**src/sv/uart_command_line_parser_assert.svh**
```systemverilog
// Assertion macros used by the parser datapath
`ifndef UART_COMMAND_LINE_PARSER_ASSERT_SVH
`define UART_COMMAND_LINE_PARSER_ASSERT_SVH

// Check a condition at every clock edge outside reset
`define UCLP_ASSERT(lbl, expr, msg) \
    lbl: assert property (@(posedge clk) disable iff (!rst_n) (expr)) else $error(msg);

// Check that a condition in one cycle brings another in the next cycle
`define UCLP_ASSERT_NEXT(lbl, ante, cons, msg) \
    lbl: assert property (@(posedge clk) disable iff (!rst_n) (ante) |=> (cons)) \
        else $error(msg);

`endif

```
**src/sv/uclp_pkg.sv**
```systemverilog
// Types, codes and keyword tables of the command line parser
package uclp_pkg;

    // Action codes
    localparam logic [3:0] ACT_PONG     = 4'd0;
    localparam logic [3:0] ACT_HELP     = 4'd1;
    localparam logic [3:0] ACT_STATUS   = 4'd2;
    localparam logic [3:0] ACT_DRIVE    = 4'd3;
    localparam logic [3:0] ACT_PIN      = 4'd4;
    localparam logic [3:0] ACT_MAP      = 4'd5;
    localparam logic [3:0] ACT_UNKNOWN  = 4'd6;
    localparam logic [3:0] ACT_BLANK    = 4'd7;
    localparam logic [3:0] ACT_LONG     = 4'd8;
    localparam logic [3:0] ACT_SENTENCE = 4'd9;

    // Drive modes
    localparam logic [2:0] MODE_STOP    = 3'd0;
    localparam logic [2:0] MODE_FORWARD = 3'd1;
    localparam logic [2:0] MODE_REVERSE = 3'd2;
    localparam logic [2:0] MODE_LEFT    = 3'd3;
    localparam logic [2:0] MODE_RIGHT   = 3'd4;

    // Byte codes
    localparam logic [7:0] CHR_NUL    = 8'h00;
    localparam logic [7:0] CHR_CR     = 8'h0D;
    localparam logic [7:0] CHR_LF     = 8'h0A;
    localparam logic [7:0] CHR_ZERO   = "0";
    localparam logic [7:0] CHR_DOLLAR = "$";
    localparam logic [7:0] CHR_COMMA  = ",";

    // Keyword table: words left-aligned in 8 bytes, zero padded
    localparam int KW_COUNT = 25;
    typedef logic [63:0] kw_word_t;

    localparam kw_word_t KW_WORD [KW_COUNT] = '{
        {"PING", 32'd0}, {"HELP", 32'd0}, {"?", 56'd0}, {"Q", 56'd0},
        {"STATUS", 16'd0}, {"STOP", 32'd0}, {"X", 56'd0}, {"0", 56'd0},
        {"F", 56'd0}, {"FORWARD", 8'd0}, {"B", 56'd0}, {"BACK", 32'd0},
        "BACKWARD", {"REVERSE", 8'd0}, {"L", 56'd0}, {"LEFT", 32'd0},
        {"R", 56'd0}, {"RIGHT", 24'd0}, {"T", 56'd0}, {"PINTEST", 8'd0},
        "GPIOTEST", {"C", 56'd0}, {"MAPTEST", 8'd0}, {"PINMAP", 16'd0},
        {"M", 56'd0}
    };

    localparam logic [3:0] KW_LEN [KW_COUNT] = '{
        4'd4, 4'd4, 4'd1, 4'd1, 4'd6, 4'd4, 4'd1, 4'd1, 4'd1, 4'd7, 4'd1, 4'd4,
        4'd8, 4'd7, 4'd1, 4'd4, 4'd1, 4'd5, 4'd1, 4'd7, 4'd8, 4'd1, 4'd7, 4'd6,
        4'd1
    };

    localparam logic [3:0] KW_ACT [KW_COUNT] = '{
        ACT_PONG, ACT_HELP, ACT_HELP, ACT_STATUS, ACT_STATUS,
        ACT_DRIVE, ACT_DRIVE, ACT_DRIVE, ACT_DRIVE, ACT_DRIVE,
        ACT_DRIVE, ACT_DRIVE, ACT_DRIVE, ACT_DRIVE, ACT_DRIVE,
        ACT_DRIVE, ACT_DRIVE, ACT_DRIVE, ACT_PIN, ACT_PIN,
        ACT_PIN, ACT_MAP, ACT_MAP, ACT_MAP, ACT_MAP
    };

    localparam logic [2:0] KW_MODE [KW_COUNT] = '{
        MODE_STOP, MODE_STOP, MODE_STOP, MODE_STOP, MODE_STOP,
        MODE_STOP, MODE_STOP, MODE_STOP, MODE_FORWARD, MODE_FORWARD,
        MODE_REVERSE, MODE_REVERSE, MODE_REVERSE, MODE_REVERSE, MODE_LEFT,
        MODE_LEFT, MODE_RIGHT, MODE_RIGHT, MODE_STOP, MODE_STOP,
        MODE_STOP, MODE_STOP, MODE_STOP, MODE_STOP, MODE_STOP
    };

    // Controller states
    typedef enum logic [3:0] {
        ST_IDLE,
        ST_DECIDE,
        ST_LREAD,
        ST_LWAIT,
        ST_LDONE,
        ST_LOUT,
        ST_CHAR,
        ST_CDONE,
        ST_FOUT
    } state_t;

    // Commands from controller to datapath
    typedef struct packed {
        logic take;
        logic scan_clear;
        logic rd_start;
        logic rd_issue;
        logic feed_char;
        logic store;
        logic fill_clear;
        logic emit;
        logic emit_last;
        logic emit_long;
    } cmd_t;

    // Status from datapath to controller
    typedef struct packed {
        logic quick;
        logic zero_char;
        logic eol;
        logic fill_empty;
        logic fill_full;
        logic rd_last;
        logic out_taken;
    } status_t;

    // Fold lower case letters to upper case
    function automatic logic [7:0] fold(input logic [7:0] c);
        return (c >= "a" && c <= "z") ? c - 8'd32 : c;
    endfunction

    // Space or a control code from tab to carriage return
    function automatic logic is_ws(input logic [7:0] c);
        return (c == " ") || (c >= 8'h09 && c <= 8'h0D);
    endfunction

    // Letters that act at once
    function automatic logic is_quick(input logic [7:0] c);
        logic [7:0] u;
        u = fold(c);
        return u == "F" || u == "B" || u == "L" || u == "R" ||
               u == "T" || u == "C" || u == "X";
    endfunction

endpackage

```
**src/sv/uart_command_line_parser.sv**
```systemverilog
// Top level of the serial command line parser
//
//  channel  direction  handshake           payload
//  input    in         in_valid/in_stall   rx_byte[7:0]
//  output   out        out_valid/out_stall action[3:0] drive_mode[2:0] mode_changed last_result
//
// A byte is stored, or an empty line end dropped, without a result; a one-letter command is scanned alone.
// A flush reads the line store one entry a cycle, up to the fill count.
// One item is worked at a time; input stalls until its last result is taken.
// Reset clears the fill count, mode (stop) and controller; the line store is not cleared.
// An output stall holds the result and the whole block until it is taken.
module uart_command_line_parser
#(
    parameter int LINE_DEPTH = 256
)
(
    input  logic       clk,
    input  logic       rst_n,
    input  logic       in_valid,
    output logic       in_stall,
    input  logic [7:0] rx_byte,
    output logic       out_valid,
    input  logic       out_stall,
    output logic [3:0] action,
    output logic [2:0] drive_mode,
    output logic       mode_changed,
    output logic       last_result
);

    uclp_pkg::cmd_t    cmd;
    uclp_pkg::status_t st;

    uclp_ctrl u_ctrl
    (
        .clk      (clk),
        .rst_n    (rst_n),
        .in_valid (in_valid),
        .in_stall (in_stall),
        .st       (st),
        .cmd      (cmd)
    );

    uclp_datapath #(.LINE_DEPTH(LINE_DEPTH)) u_datapath
    (
        .clk          (clk),
        .rst_n        (rst_n),
        .rx_byte      (rx_byte),
        .cmd          (cmd),
        .st           (st),
        .out_valid    (out_valid),
        .out_stall    (out_stall),
        .action       (action),
        .drive_mode   (drive_mode),
        .mode_changed (mode_changed),
        .last_result  (last_result)
    );

endmodule

```
**src/sv/uclp_ctrl.sv**
```systemverilog
// Sequencing state machine of the command line parser
module uclp_ctrl
(
    input  logic             clk,
    input  logic             rst_n,
    input  logic             in_valid,
    output logic             in_stall,
    input  uclp_pkg::status_t st,
    output uclp_pkg::cmd_t    cmd
);

    uclp_pkg::state_t state_reg, state_next;

    // Hold the state
    always_ff @(posedge clk or negedge rst_n)
    begin
        if (!rst_n)
        begin
            state_reg <= uclp_pkg::ST_IDLE;
        end
        else
        begin
            state_reg <= state_next;
        end
    end

    // Choose the next state
    always_comb
    begin
        state_next = state_reg;
        unique case (state_reg)
            uclp_pkg::ST_IDLE:
            begin
                if (in_valid)
                begin
                    state_next = uclp_pkg::ST_DECIDE;
                end
            end
            uclp_pkg::ST_DECIDE:
            begin
                priority if ((st.quick || st.eol) && !st.fill_empty)
                begin
                    state_next = uclp_pkg::ST_LREAD;
                end
                else if (st.quick || (st.zero_char && st.fill_empty))
                begin
                    state_next = uclp_pkg::ST_CHAR;
                end
                else if (st.eol || !st.fill_full)
                begin
                    state_next = uclp_pkg::ST_IDLE;
                end
                else
                begin
                    state_next = uclp_pkg::ST_FOUT;
                end
            end
            uclp_pkg::ST_LREAD:
            begin
                if (st.rd_last)
                begin
                    state_next = uclp_pkg::ST_LWAIT;
                end
            end
            uclp_pkg::ST_LWAIT: state_next = uclp_pkg::ST_LDONE;
            uclp_pkg::ST_LDONE: state_next = uclp_pkg::ST_LOUT;
            uclp_pkg::ST_LOUT:
            begin
                if (st.out_taken)
                begin
                    state_next = st.quick ? uclp_pkg::ST_CHAR : uclp_pkg::ST_IDLE;
                end
            end
            uclp_pkg::ST_CHAR:  state_next = uclp_pkg::ST_CDONE;
            uclp_pkg::ST_CDONE: state_next = uclp_pkg::ST_FOUT;
            uclp_pkg::ST_FOUT:
            begin
                if (st.out_taken)
                begin
                    state_next = uclp_pkg::ST_IDLE;
                end
            end
            default: state_next = uclp_pkg::ST_IDLE;
        endcase
    end

    // Drive the datapath commands
    always_comb
    begin
        cmd      = '0;
        in_stall = 1'b1;
        unique case (state_reg)
            uclp_pkg::ST_IDLE:
            begin
                in_stall = 1'b0;
                cmd.take = in_valid;
            end
            uclp_pkg::ST_DECIDE:
            begin
                priority if ((st.quick || st.eol) && !st.fill_empty)
                begin
                    cmd.scan_clear = 1'b1;
                    cmd.rd_start   = 1'b1;
                end
                else if (st.quick || (st.zero_char && st.fill_empty))
                begin
                    cmd.scan_clear = 1'b1;
                end
                else if (st.eol)
                begin
                    cmd.scan_clear = 1'b0;
                end
                else if (!st.fill_full)
                begin
                    cmd.store = 1'b1;
                end
                else
                begin
                    cmd.fill_clear = 1'b1;
                    cmd.emit       = 1'b1;
                    cmd.emit_long  = 1'b1;
                    cmd.emit_last  = 1'b1;
                end
            end
            uclp_pkg::ST_LREAD: cmd.rd_issue = 1'b1;
            uclp_pkg::ST_LWAIT: cmd.rd_issue = 1'b0;
            uclp_pkg::ST_LDONE:
            begin
                cmd.emit       = 1'b1;
                cmd.emit_last  = !st.quick;
                cmd.fill_clear = 1'b1;
            end
            uclp_pkg::ST_LOUT:  cmd.scan_clear = st.out_taken && st.quick;
            uclp_pkg::ST_CHAR:  cmd.feed_char = 1'b1;
            uclp_pkg::ST_CDONE:
            begin
                cmd.emit      = 1'b1;
                cmd.emit_last = 1'b1;
            end
            uclp_pkg::ST_FOUT:  cmd.take = 1'b0;
            default:            cmd = '0;
        endcase
    end

endmodule

```
**src/sv/uclp_datapath.sv**
```systemverilog
// Line store, keyword scanner, mode register and output register
`include "uart_command_line_parser_assert.svh"

module uclp_datapath
#(
    parameter int LINE_DEPTH = 256
)
(
    input  logic              clk,
    input  logic              rst_n,
    input  logic [7:0]        rx_byte,
    input  uclp_pkg::cmd_t    cmd,
    output uclp_pkg::status_t st,
    output logic              out_valid,
    input  logic              out_stall,
    output logic [3:0]        action,
    output logic [2:0]        drive_mode,
    output logic              mode_changed,
    output logic              last_result
);

    localparam int AW = $clog2(LINE_DEPTH);
    localparam int KN = uclp_pkg::KW_COUNT;
    localparam logic [AW-1:0] FILL_MAX = AW'(LINE_DEPTH - 1);

    logic [7:0]    line_mem [LINE_DEPTH];
    logic [7:0]    byte_reg;
    logic [AW-1:0] fill_reg;
    logic [AW-1:0] rd_addr_reg;
    logic          rd_vld_reg;
    logic [7:0]    mem_q_reg;
    logic [2:0]    mode_reg, mode_next;

    // Scanner state
    logic          ended_reg, ended_next;
    logic          seen_reg, seen_next;
    logic          dollar_reg, dollar_next;
    logic          comma_reg, comma_next;
    logic [3:0]    pos_reg, pos_next;
    logic [3:0]    tl_reg, tl_next;
    logic [KN-1:0] ok_reg, ok_next;

    // Output register
    logic          out_valid_reg;
    logic [3:0]    action_reg, action_next;
    logic          changed_reg, changed_next;
    logic          last_reg;

    logic          feed;
    logic [7:0]    feed_byte;
    logic [7:0]    feed_up;
    logic [KN-1:0] match;

    // Hold the received byte
    always_ff @(posedge clk)
    begin
        if (cmd.take)
        begin
            byte_reg <= rx_byte;
        end
    end

    // Write and read the line store
    always_ff @(posedge clk)
    begin
        if (cmd.store)
        begin
            line_mem[fill_reg] <= byte_reg;
        end
        if (cmd.rd_issue)
        begin
            mem_q_reg <= line_mem[rd_addr_reg];
        end
    end

    // Advance the fill count and read pointer
    always_ff @(posedge clk or negedge rst_n)
    begin
        if (!rst_n)
        begin
            fill_reg    <= '0;
            rd_addr_reg <= '0;
            rd_vld_reg  <= 1'b0;
        end
        else
        begin
            if (cmd.fill_clear)
            begin
                fill_reg <= '0;
            end
            else if (cmd.store)
            begin
                fill_reg <= fill_reg + 1'b1;
            end
            if (cmd.rd_start)
            begin
                rd_addr_reg <= '0;
            end
            else if (cmd.rd_issue)
            begin
                rd_addr_reg <= rd_addr_reg + 1'b1;
            end
            rd_vld_reg <= cmd.rd_issue;
        end
    end

    // Report status of the held byte and the line
    always_comb
    begin
        st.quick      = uclp_pkg::is_quick(byte_reg);
        st.zero_char  = byte_reg == uclp_pkg::CHR_ZERO;
        st.eol        = byte_reg == uclp_pkg::CHR_CR || byte_reg == uclp_pkg::CHR_LF;
        st.fill_empty = fill_reg == '0;
        st.fill_full  = fill_reg == FILL_MAX;
        st.rd_last    = rd_addr_reg == fill_reg - 1'b1;
        st.out_taken  = out_valid_reg && !out_stall;
    end

    // Feed one byte a cycle through the keyword scanner
    assign feed      = rd_vld_reg || cmd.feed_char;
    assign feed_byte = cmd.feed_char ? byte_reg : mem_q_reg;
    assign feed_up   = uclp_pkg::fold(feed_byte);

    always_comb
    begin
        ended_next  = ended_reg;
        seen_next   = seen_reg;
        dollar_next = dollar_reg;
        comma_next  = comma_reg;
        pos_next    = pos_reg;
        tl_next     = tl_reg;
        ok_next     = ok_reg;
        if (cmd.scan_clear)
        begin
            ended_next  = 1'b0;
            seen_next   = 1'b0;
            dollar_next = 1'b0;
            comma_next  = 1'b0;
            pos_next    = '0;
            tl_next     = '0;
            ok_next     = '1;
        end
        else if (feed && !ended_reg)
        begin
            if (feed_byte == uclp_pkg::CHR_NUL)
            begin
                ended_next = 1'b1;
            end
            else if (seen_reg || !uclp_pkg::is_ws(feed_byte))
            begin
                // Compare against each keyword at this position
                for (int k = 0; k < KN; k++)
                begin
                    if (pos_reg < uclp_pkg::KW_LEN[k])
                    begin
                        if (feed_up != uclp_pkg::KW_WORD[k][(7 - int'(pos_reg[2:0])) * 8 +: 8])
                        begin
                            ok_next[k] = 1'b0;
                        end
                    end
                    else if (!uclp_pkg::is_ws(feed_byte))
                    begin
                        ok_next[k] = 1'b0;
                    end
                end
                if (!uclp_pkg::is_ws(feed_byte))
                begin
                    seen_next = 1'b1;
                    tl_next   = (pos_reg == 4'd15) ? pos_reg : pos_reg + 4'd1;
                end
                if (pos_reg == 4'd0)
                begin
                    dollar_next = feed_byte == uclp_pkg::CHR_DOLLAR;
                end
                else if (feed_byte == uclp_pkg::CHR_COMMA)
                begin
                    comma_next = 1'b1;
                end
                pos_next = (pos_reg == 4'd15) ? pos_reg : pos_reg + 4'd1;
            end
        end
    end

    always_ff @(posedge clk or negedge rst_n)
    begin
        if (!rst_n)
        begin
            ended_reg  <= 1'b0;
            seen_reg   <= 1'b0;
            dollar_reg <= 1'b0;
            comma_reg  <= 1'b0;
            pos_reg    <= '0;
            tl_reg     <= '0;
            ok_reg     <= '1;
        end
        else
        begin
            ended_reg  <= ended_next;
            seen_reg   <= seen_next;
            dollar_reg <= dollar_next;
            comma_reg  <= comma_next;
            pos_reg    <= pos_next;
            tl_reg     <= tl_next;
            ok_reg     <= ok_next;
        end
    end

    // Classify the scanned line
    always_comb
    begin
        for (int k = 0; k < KN; k++)
        begin
            match[k] = ok_reg[k] && (tl_reg == uclp_pkg::KW_LEN[k]);
        end
    end

    always_comb
    begin
        action_next  = uclp_pkg::ACT_UNKNOWN;
        mode_next    = mode_reg;
        changed_next = 1'b0;
        priority if (cmd.emit_long)
        begin
            action_next = uclp_pkg::ACT_LONG;
        end
        else if (!seen_reg)
        begin
            action_next = uclp_pkg::ACT_BLANK;
        end
        else if (dollar_reg && comma_reg)
        begin
            action_next = uclp_pkg::ACT_SENTENCE;
        end
        else
        begin
            // At most one keyword matches a given line
            for (int k = 0; k < KN; k++)
            begin
                if (match[k])
                begin
                    action_next = uclp_pkg::KW_ACT[k];
                    if (uclp_pkg::KW_ACT[k] == uclp_pkg::ACT_DRIVE ||
                        uclp_pkg::KW_ACT[k] == uclp_pkg::ACT_PIN ||
                        uclp_pkg::KW_ACT[k] == uclp_pkg::ACT_MAP)
                    begin
                        mode_next = uclp_pkg::KW_MODE[k];
                    end
                    if (uclp_pkg::KW_ACT[k] == uclp_pkg::ACT_DRIVE)
                    begin
                        changed_next = mode_reg != uclp_pkg::KW_MODE[k];
                    end
                end
            end
        end
    end

    // Load the result and the mode, drop valid once taken
    always_ff @(posedge clk or negedge rst_n)
    begin
        if (!rst_n)
        begin
            mode_reg      <= uclp_pkg::MODE_STOP;
            out_valid_reg <= 1'b0;
        end
        else
        begin
            if (cmd.emit)
            begin
                mode_reg      <= mode_next;
                out_valid_reg <= 1'b1;
            end
            else if (st.out_taken)
            begin
                out_valid_reg <= 1'b0;
            end
        end
    end

    always_ff @(posedge clk)
    begin
        if (cmd.emit)
        begin
            action_reg  <= action_next;
            changed_reg <= changed_next;
            last_reg    <= cmd.emit_last;
        end
    end

    assign out_valid    = out_valid_reg;
    assign action       = action_reg;
    assign drive_mode   = mode_reg;
    assign mode_changed = changed_reg;
    assign last_result  = last_reg;

    // Checks
    `UCLP_ASSERT(a_fill_bound, fill_reg <= FILL_MAX, "fill count beyond line depth")
    `UCLP_ASSERT(a_no_overwrite, !(cmd.emit && out_valid_reg), "result overwritten before taken")
    `UCLP_ASSERT_NEXT(a_store_adv, cmd.store, fill_reg == $past(fill_reg) + 1'b1, "store did not advance fill")
    `UCLP_ASSERT_NEXT(a_read_in_line, cmd.rd_issue, rd_vld_reg && !st.fill_empty, "read beyond an empty line")

endmodule

```
**config.mk**
```make
export PLATFORM = sky130hd
export DESIGN_NAME = uart_command_line_parser
export DESIGN_NICKNAME = d
export VERILOG_FILES = /design/src/sv/uclp_pkg.sv /design/src/sv/uart_command_line_parser.sv /design/src/sv/uclp_ctrl.sv /design/src/sv/uclp_datapath.sv
export VERILOG_INCLUDE_DIRS = /design/src /design/src/sv
export SDC_FILE = /design/constraint.sdc
export NUM_CORES = 2
export LEC_CHECK = 0
export BUFFER_PORTS_ARGS = -buffer_cell sky130_fd_sc_hd__buf_4
export CELL_PAD_IN_SITES_DETAIL_PLACEMENT = 0
export CELL_PAD_IN_SITES_GLOBAL_PLACEMENT = 1
export CORE_MARGIN = 1.5
export CORE_UTILIZATION = 30
export DETAILED_ROUTE_END_ITERATION = 8
export GPL_TIMING_DRIVEN = 0
export PLACE_DENSITY = 0.52
export RECOVER_POWER = 50
export SLEW_MARGIN = 20
export SYNTH_ARGS = -nofsm -noshare
export SYNTH_HDL_FRONTEND = slang
export SYNTH_HIERARCHICAL = 1
export SYNTH_SLANG_ARGS = --single-unit
```
**constraint.sdc**
```tcl
create_clock -name clk -period 19.2 [get_ports clk]
set_input_delay 3.84 -clock clk [delete_from_list [all_inputs] [get_ports clk]]
set_output_delay 3.84 -clock clk [all_outputs]
set_load 0.01 [all_outputs]
```
==> results.md <==
* Status: complete, but fails checks
* Failing checks: max-capacitance violations, max-slew violations
* Die Span X at about 540 µm
* Final std cells w/o fill at 8925
* Number of synthesized flops with an enable pin at between 2000 and 2500
* WL/cell at roughly 43 µm
* Die Ht at around 540 µm
* GRT Util Overall at 26.1%
* CTS Sinks at roughly 2100
* Max cap viols at 2
* Unrepaired setup endpoints after global routing: false
* Clk pwr share at about 30%
* Mapped cell area at 0.0860 mm²
* Syn nets at between 4000 and 5000
* Pins Over Slew Limit at 65
* Largest cells by area after synthesis: edfxtp_1 (72%), mux4_2 (11%), mux2i_1 (2.4%)
* Flop pwr share at 38.4%
* Critical path capture point type: flip-flop
* Yosys top cell area share at about 72%
* Post-Syn Instances at 4538
* CP top delay family: buffers and inverters
* Cts repair resizes at 0
* Ordered cell list for the critical path: clkbuf_1 -> clkbuf_1 -> clkbuf_1 -> xor2_1 -> nor2_1 -> a21oi_1 -> o21ai_0 -> and4b_1 -> a211o_1 -> nor3_1 -> clkbuf_1 -> nand3_1 -> clkbuf_2 -> buf_16 -> nor2_1
* Final hold vios at 0
* Number of warning messages in the yosys log at 6
* Slew margin rel. at -68.2%
* Via count at 52359
* Fmax at between 100 and 150 MHz
* Clock Path Buffers at 4
* Min-delay worst type: flip-flop to flip-flop
* Asr flop ratio synth at 2.91%
* Most frequent cell after synthesis: edfxtp_1
* Vias in the first global route at approximately 50000
* DRT Wirelength at approximately 390 mm
* Full die area at between 0.2 and 0.3 mm²
* Clk Tree Root Cell: clkbuf_16
* Crit path arrival time at roughly 8300 ps
* IR drop worst, VDD at between 0.08 and 0.09 mV
* Core Util, Final at 35.1%
* Dpl cell area at between 0.09 and 0.1 mm²
* #FFs+latches synth at 2132
* # IOs at 23
* Switch Pwr at just over 5 mW
* CP max FO at 18
* Clock Latency Late Sink at roughly 940 ps
* Max FFs per register at 2048
* Synth cell count leaders: edfxtp_1 (2070), mux4_2 (431), nor2_1 (351), mux2i_1 (210), nand2_1 (164)
* Area Overhead vs Synth at 16.3%
* WP buf/inv at 6
* Worst setup SP type: flip-flop
* Dpl hpwl at between 200 and 300 mm
* Drt pass-1 iters at 8
* Reg clk slew, reported paths at ~60 ps
* Fin area at 0.100 mm²
* # hold bufs at CTS at 0
* Most used cell, CP: clkbuf_1
* Clk_skew at about 110 ps
* Fin nets at about 5000
* Pwr per Cell Area at between 100 and 150 mW/mm²
* Rows at approximately 200
* Global-route wire length before repair at roughly 500 mm
* Logic pwr share at between 30% and 40%
* Minimum clock period at a little under 8000 ps
* Top FF cell, synth: edfxtp_1
* Share of layout cells above drive strength 1 at roughly 22%
* Post-CTS setup buffers at 0
* Initial antenna violation count at 43
* Iter 0 DRT Violations at 8812
* Largest net degree at the start of global routing at 63
* Filler cells at ~27000
* TritonCTS Buffers at 225
* Yosys top cell by area: edfxtp_1
* Core footprint at roughly 0.29 mm²
* Setup TNS at 0 ps
* Vias/cell at 5.87
* CP max stage delay at around 910 ps
* Pleak at 30.7 nW
* Final Cycle Share at roughly two fifths
* Mean Syn Cell Area at 18.9 µm²
* Initial Utilization at 30.1%
* Grt ovf at 0
* PortBufs at 22
* Final GP Congestion at approximately 0.96
* Placed cell count at between 8000 and 9000
* Internal power at slightly above 9 mW
* Worst path slowest cell: nand3_1
* H-tree depth at 4
* TritonCTS clock tree: yes
* # DRC at 0
* Post-synth cell types at 102
* Switching share of total power at 35.8%
* Antenna-violating nets left at 0
* Critical Path RT at slightly below 20000 ps
* CP Class: flip-flop to flip-flop
* Worst-margin pin slew at 2520 ps
* Part of the Yosys area used for sequential elements at between 70% and 80%
* Final Setup Violations at 0
-- metrics by stage --
step           total power [mW]  hold slack [ps]  setup slack, ps
2_1_floorplan              7.63              464            12330
5_1_grt                    14.4              524            11260
3_3_place_gp               9.92              477             4830
3_5_place_dp               10.0              488            12300
6_report                   14.2              499            11430
4_1_cts                    14.2              504            12350
-- worst paths after layout --
kind	endpoint	depth (start not counted)	slack, ps	from
worst min-delay path	u_datapath/out_valid	1	500	u_datapath/out_valid
max in group asynchronous	u_datapath/fill_reg[1]	2	12610	rst_n
worst max-delay path	u_datapath/line_mem[87][3]	15	11430	u_datapath/byte_reg[1]
worst max register to register	u_datapath/line_mem[87][3]	15	11430	u_datapath/byte_reg[1]
min in group asynchronous	u_datapath/drive_mode[0]	1	3460	rst_n
worst min register to register	u_datapath/out_valid	1	500	u_datapath/out_valid
-- power groups by stage --
| stage | Sequential, mW | Clock [mW] | Combinational [mW] |
|---|---|---|---|
| after global placement | 5.89 | 0 | 4.02 |
| after detailed placement | 5.53 | 0 | 4.49 |
| after floorplan | 5.65 | 0 | 1.98 |
| final | 5.44 | 4.28 | 4.45 |
| after global routing | 5.45 | 4.48 | 4.44 |
| after CTS | 5.43 | 4.32 | 4.49 |
-- worst reg2reg max path, cell delays in order, from the launching register on --
cell      delay [ps]
edfxtp_1         330
clkbuf_1         780
clkbuf_1         740
clkbuf_1         460
xor2_1           190
nor2_1            50
a21oi_1          140
o21ai_0           90
and4b_1          290
a211o_1          370
nor3_1           810
clkbuf_1         470
nand3_1          910
clkbuf_2         670
buf_16           310
nor2_1           830
-- cells by family after synthesis --
kind of cell    Yosys count  share of synthesized area [%]
flops                  2132                           74.1
buf+inv                 313                           2.01
fa+ha+maj                18                          0.262
compound gates          573                           4.76
xor+xnor                 61                          0.621
mux                     662                           14.1
simple gates            779                           4.13
-- per-layer routing --
metal | GRT usage (%) | vias up | wire, µm | share of wire [%]
li1 | - | 19517 | - | -
met1 | 34.1 | 28580 | 150000 | 39
met2 | 39.4 | 3441 | 171000 | 44
met3 | 7.03 | 795 | 41000 | 11
met4 | 14.0 | 26 | 24500 | 6.3
met5 | 0.247 | - | 236 | 0.061
-- layout make-up --
cell class	count	area [µm²]	area share (%)
tap	3762	4710	4.71
clock buffer	275	5880	5.88
multi-input combinational	2093	20600	20.6
inverter	23	88.8	0.0888
clock inverter	133	1100	1.10
buffer	290	1760	1.76
timing repair buffer	208	2110	2.11
sequential	2132	63700	63.7
antenna	9	22.5	0.0225
-- cell usage in the layout, fill, tap and decap left out, types with 45 or more instances in the layout --
master / instances
nand3_1: 67
a21oi_1: 114
buf_2: 63
o21ai_0: 62
mux2i_1: 210
clkinv_1: 62
clkbuf_16: 227
xnor2_1: 51
clkinv_2: 45
edfxtp_1: 2070
a22oi_1: 84
clkbuf_2: 81
clkbuf_1: 227
buf_4: 45
nand2_1: 164
mux4_2: 431
nor2_1: 343
No activity file was read; power rests on OpenSTA's default activity.
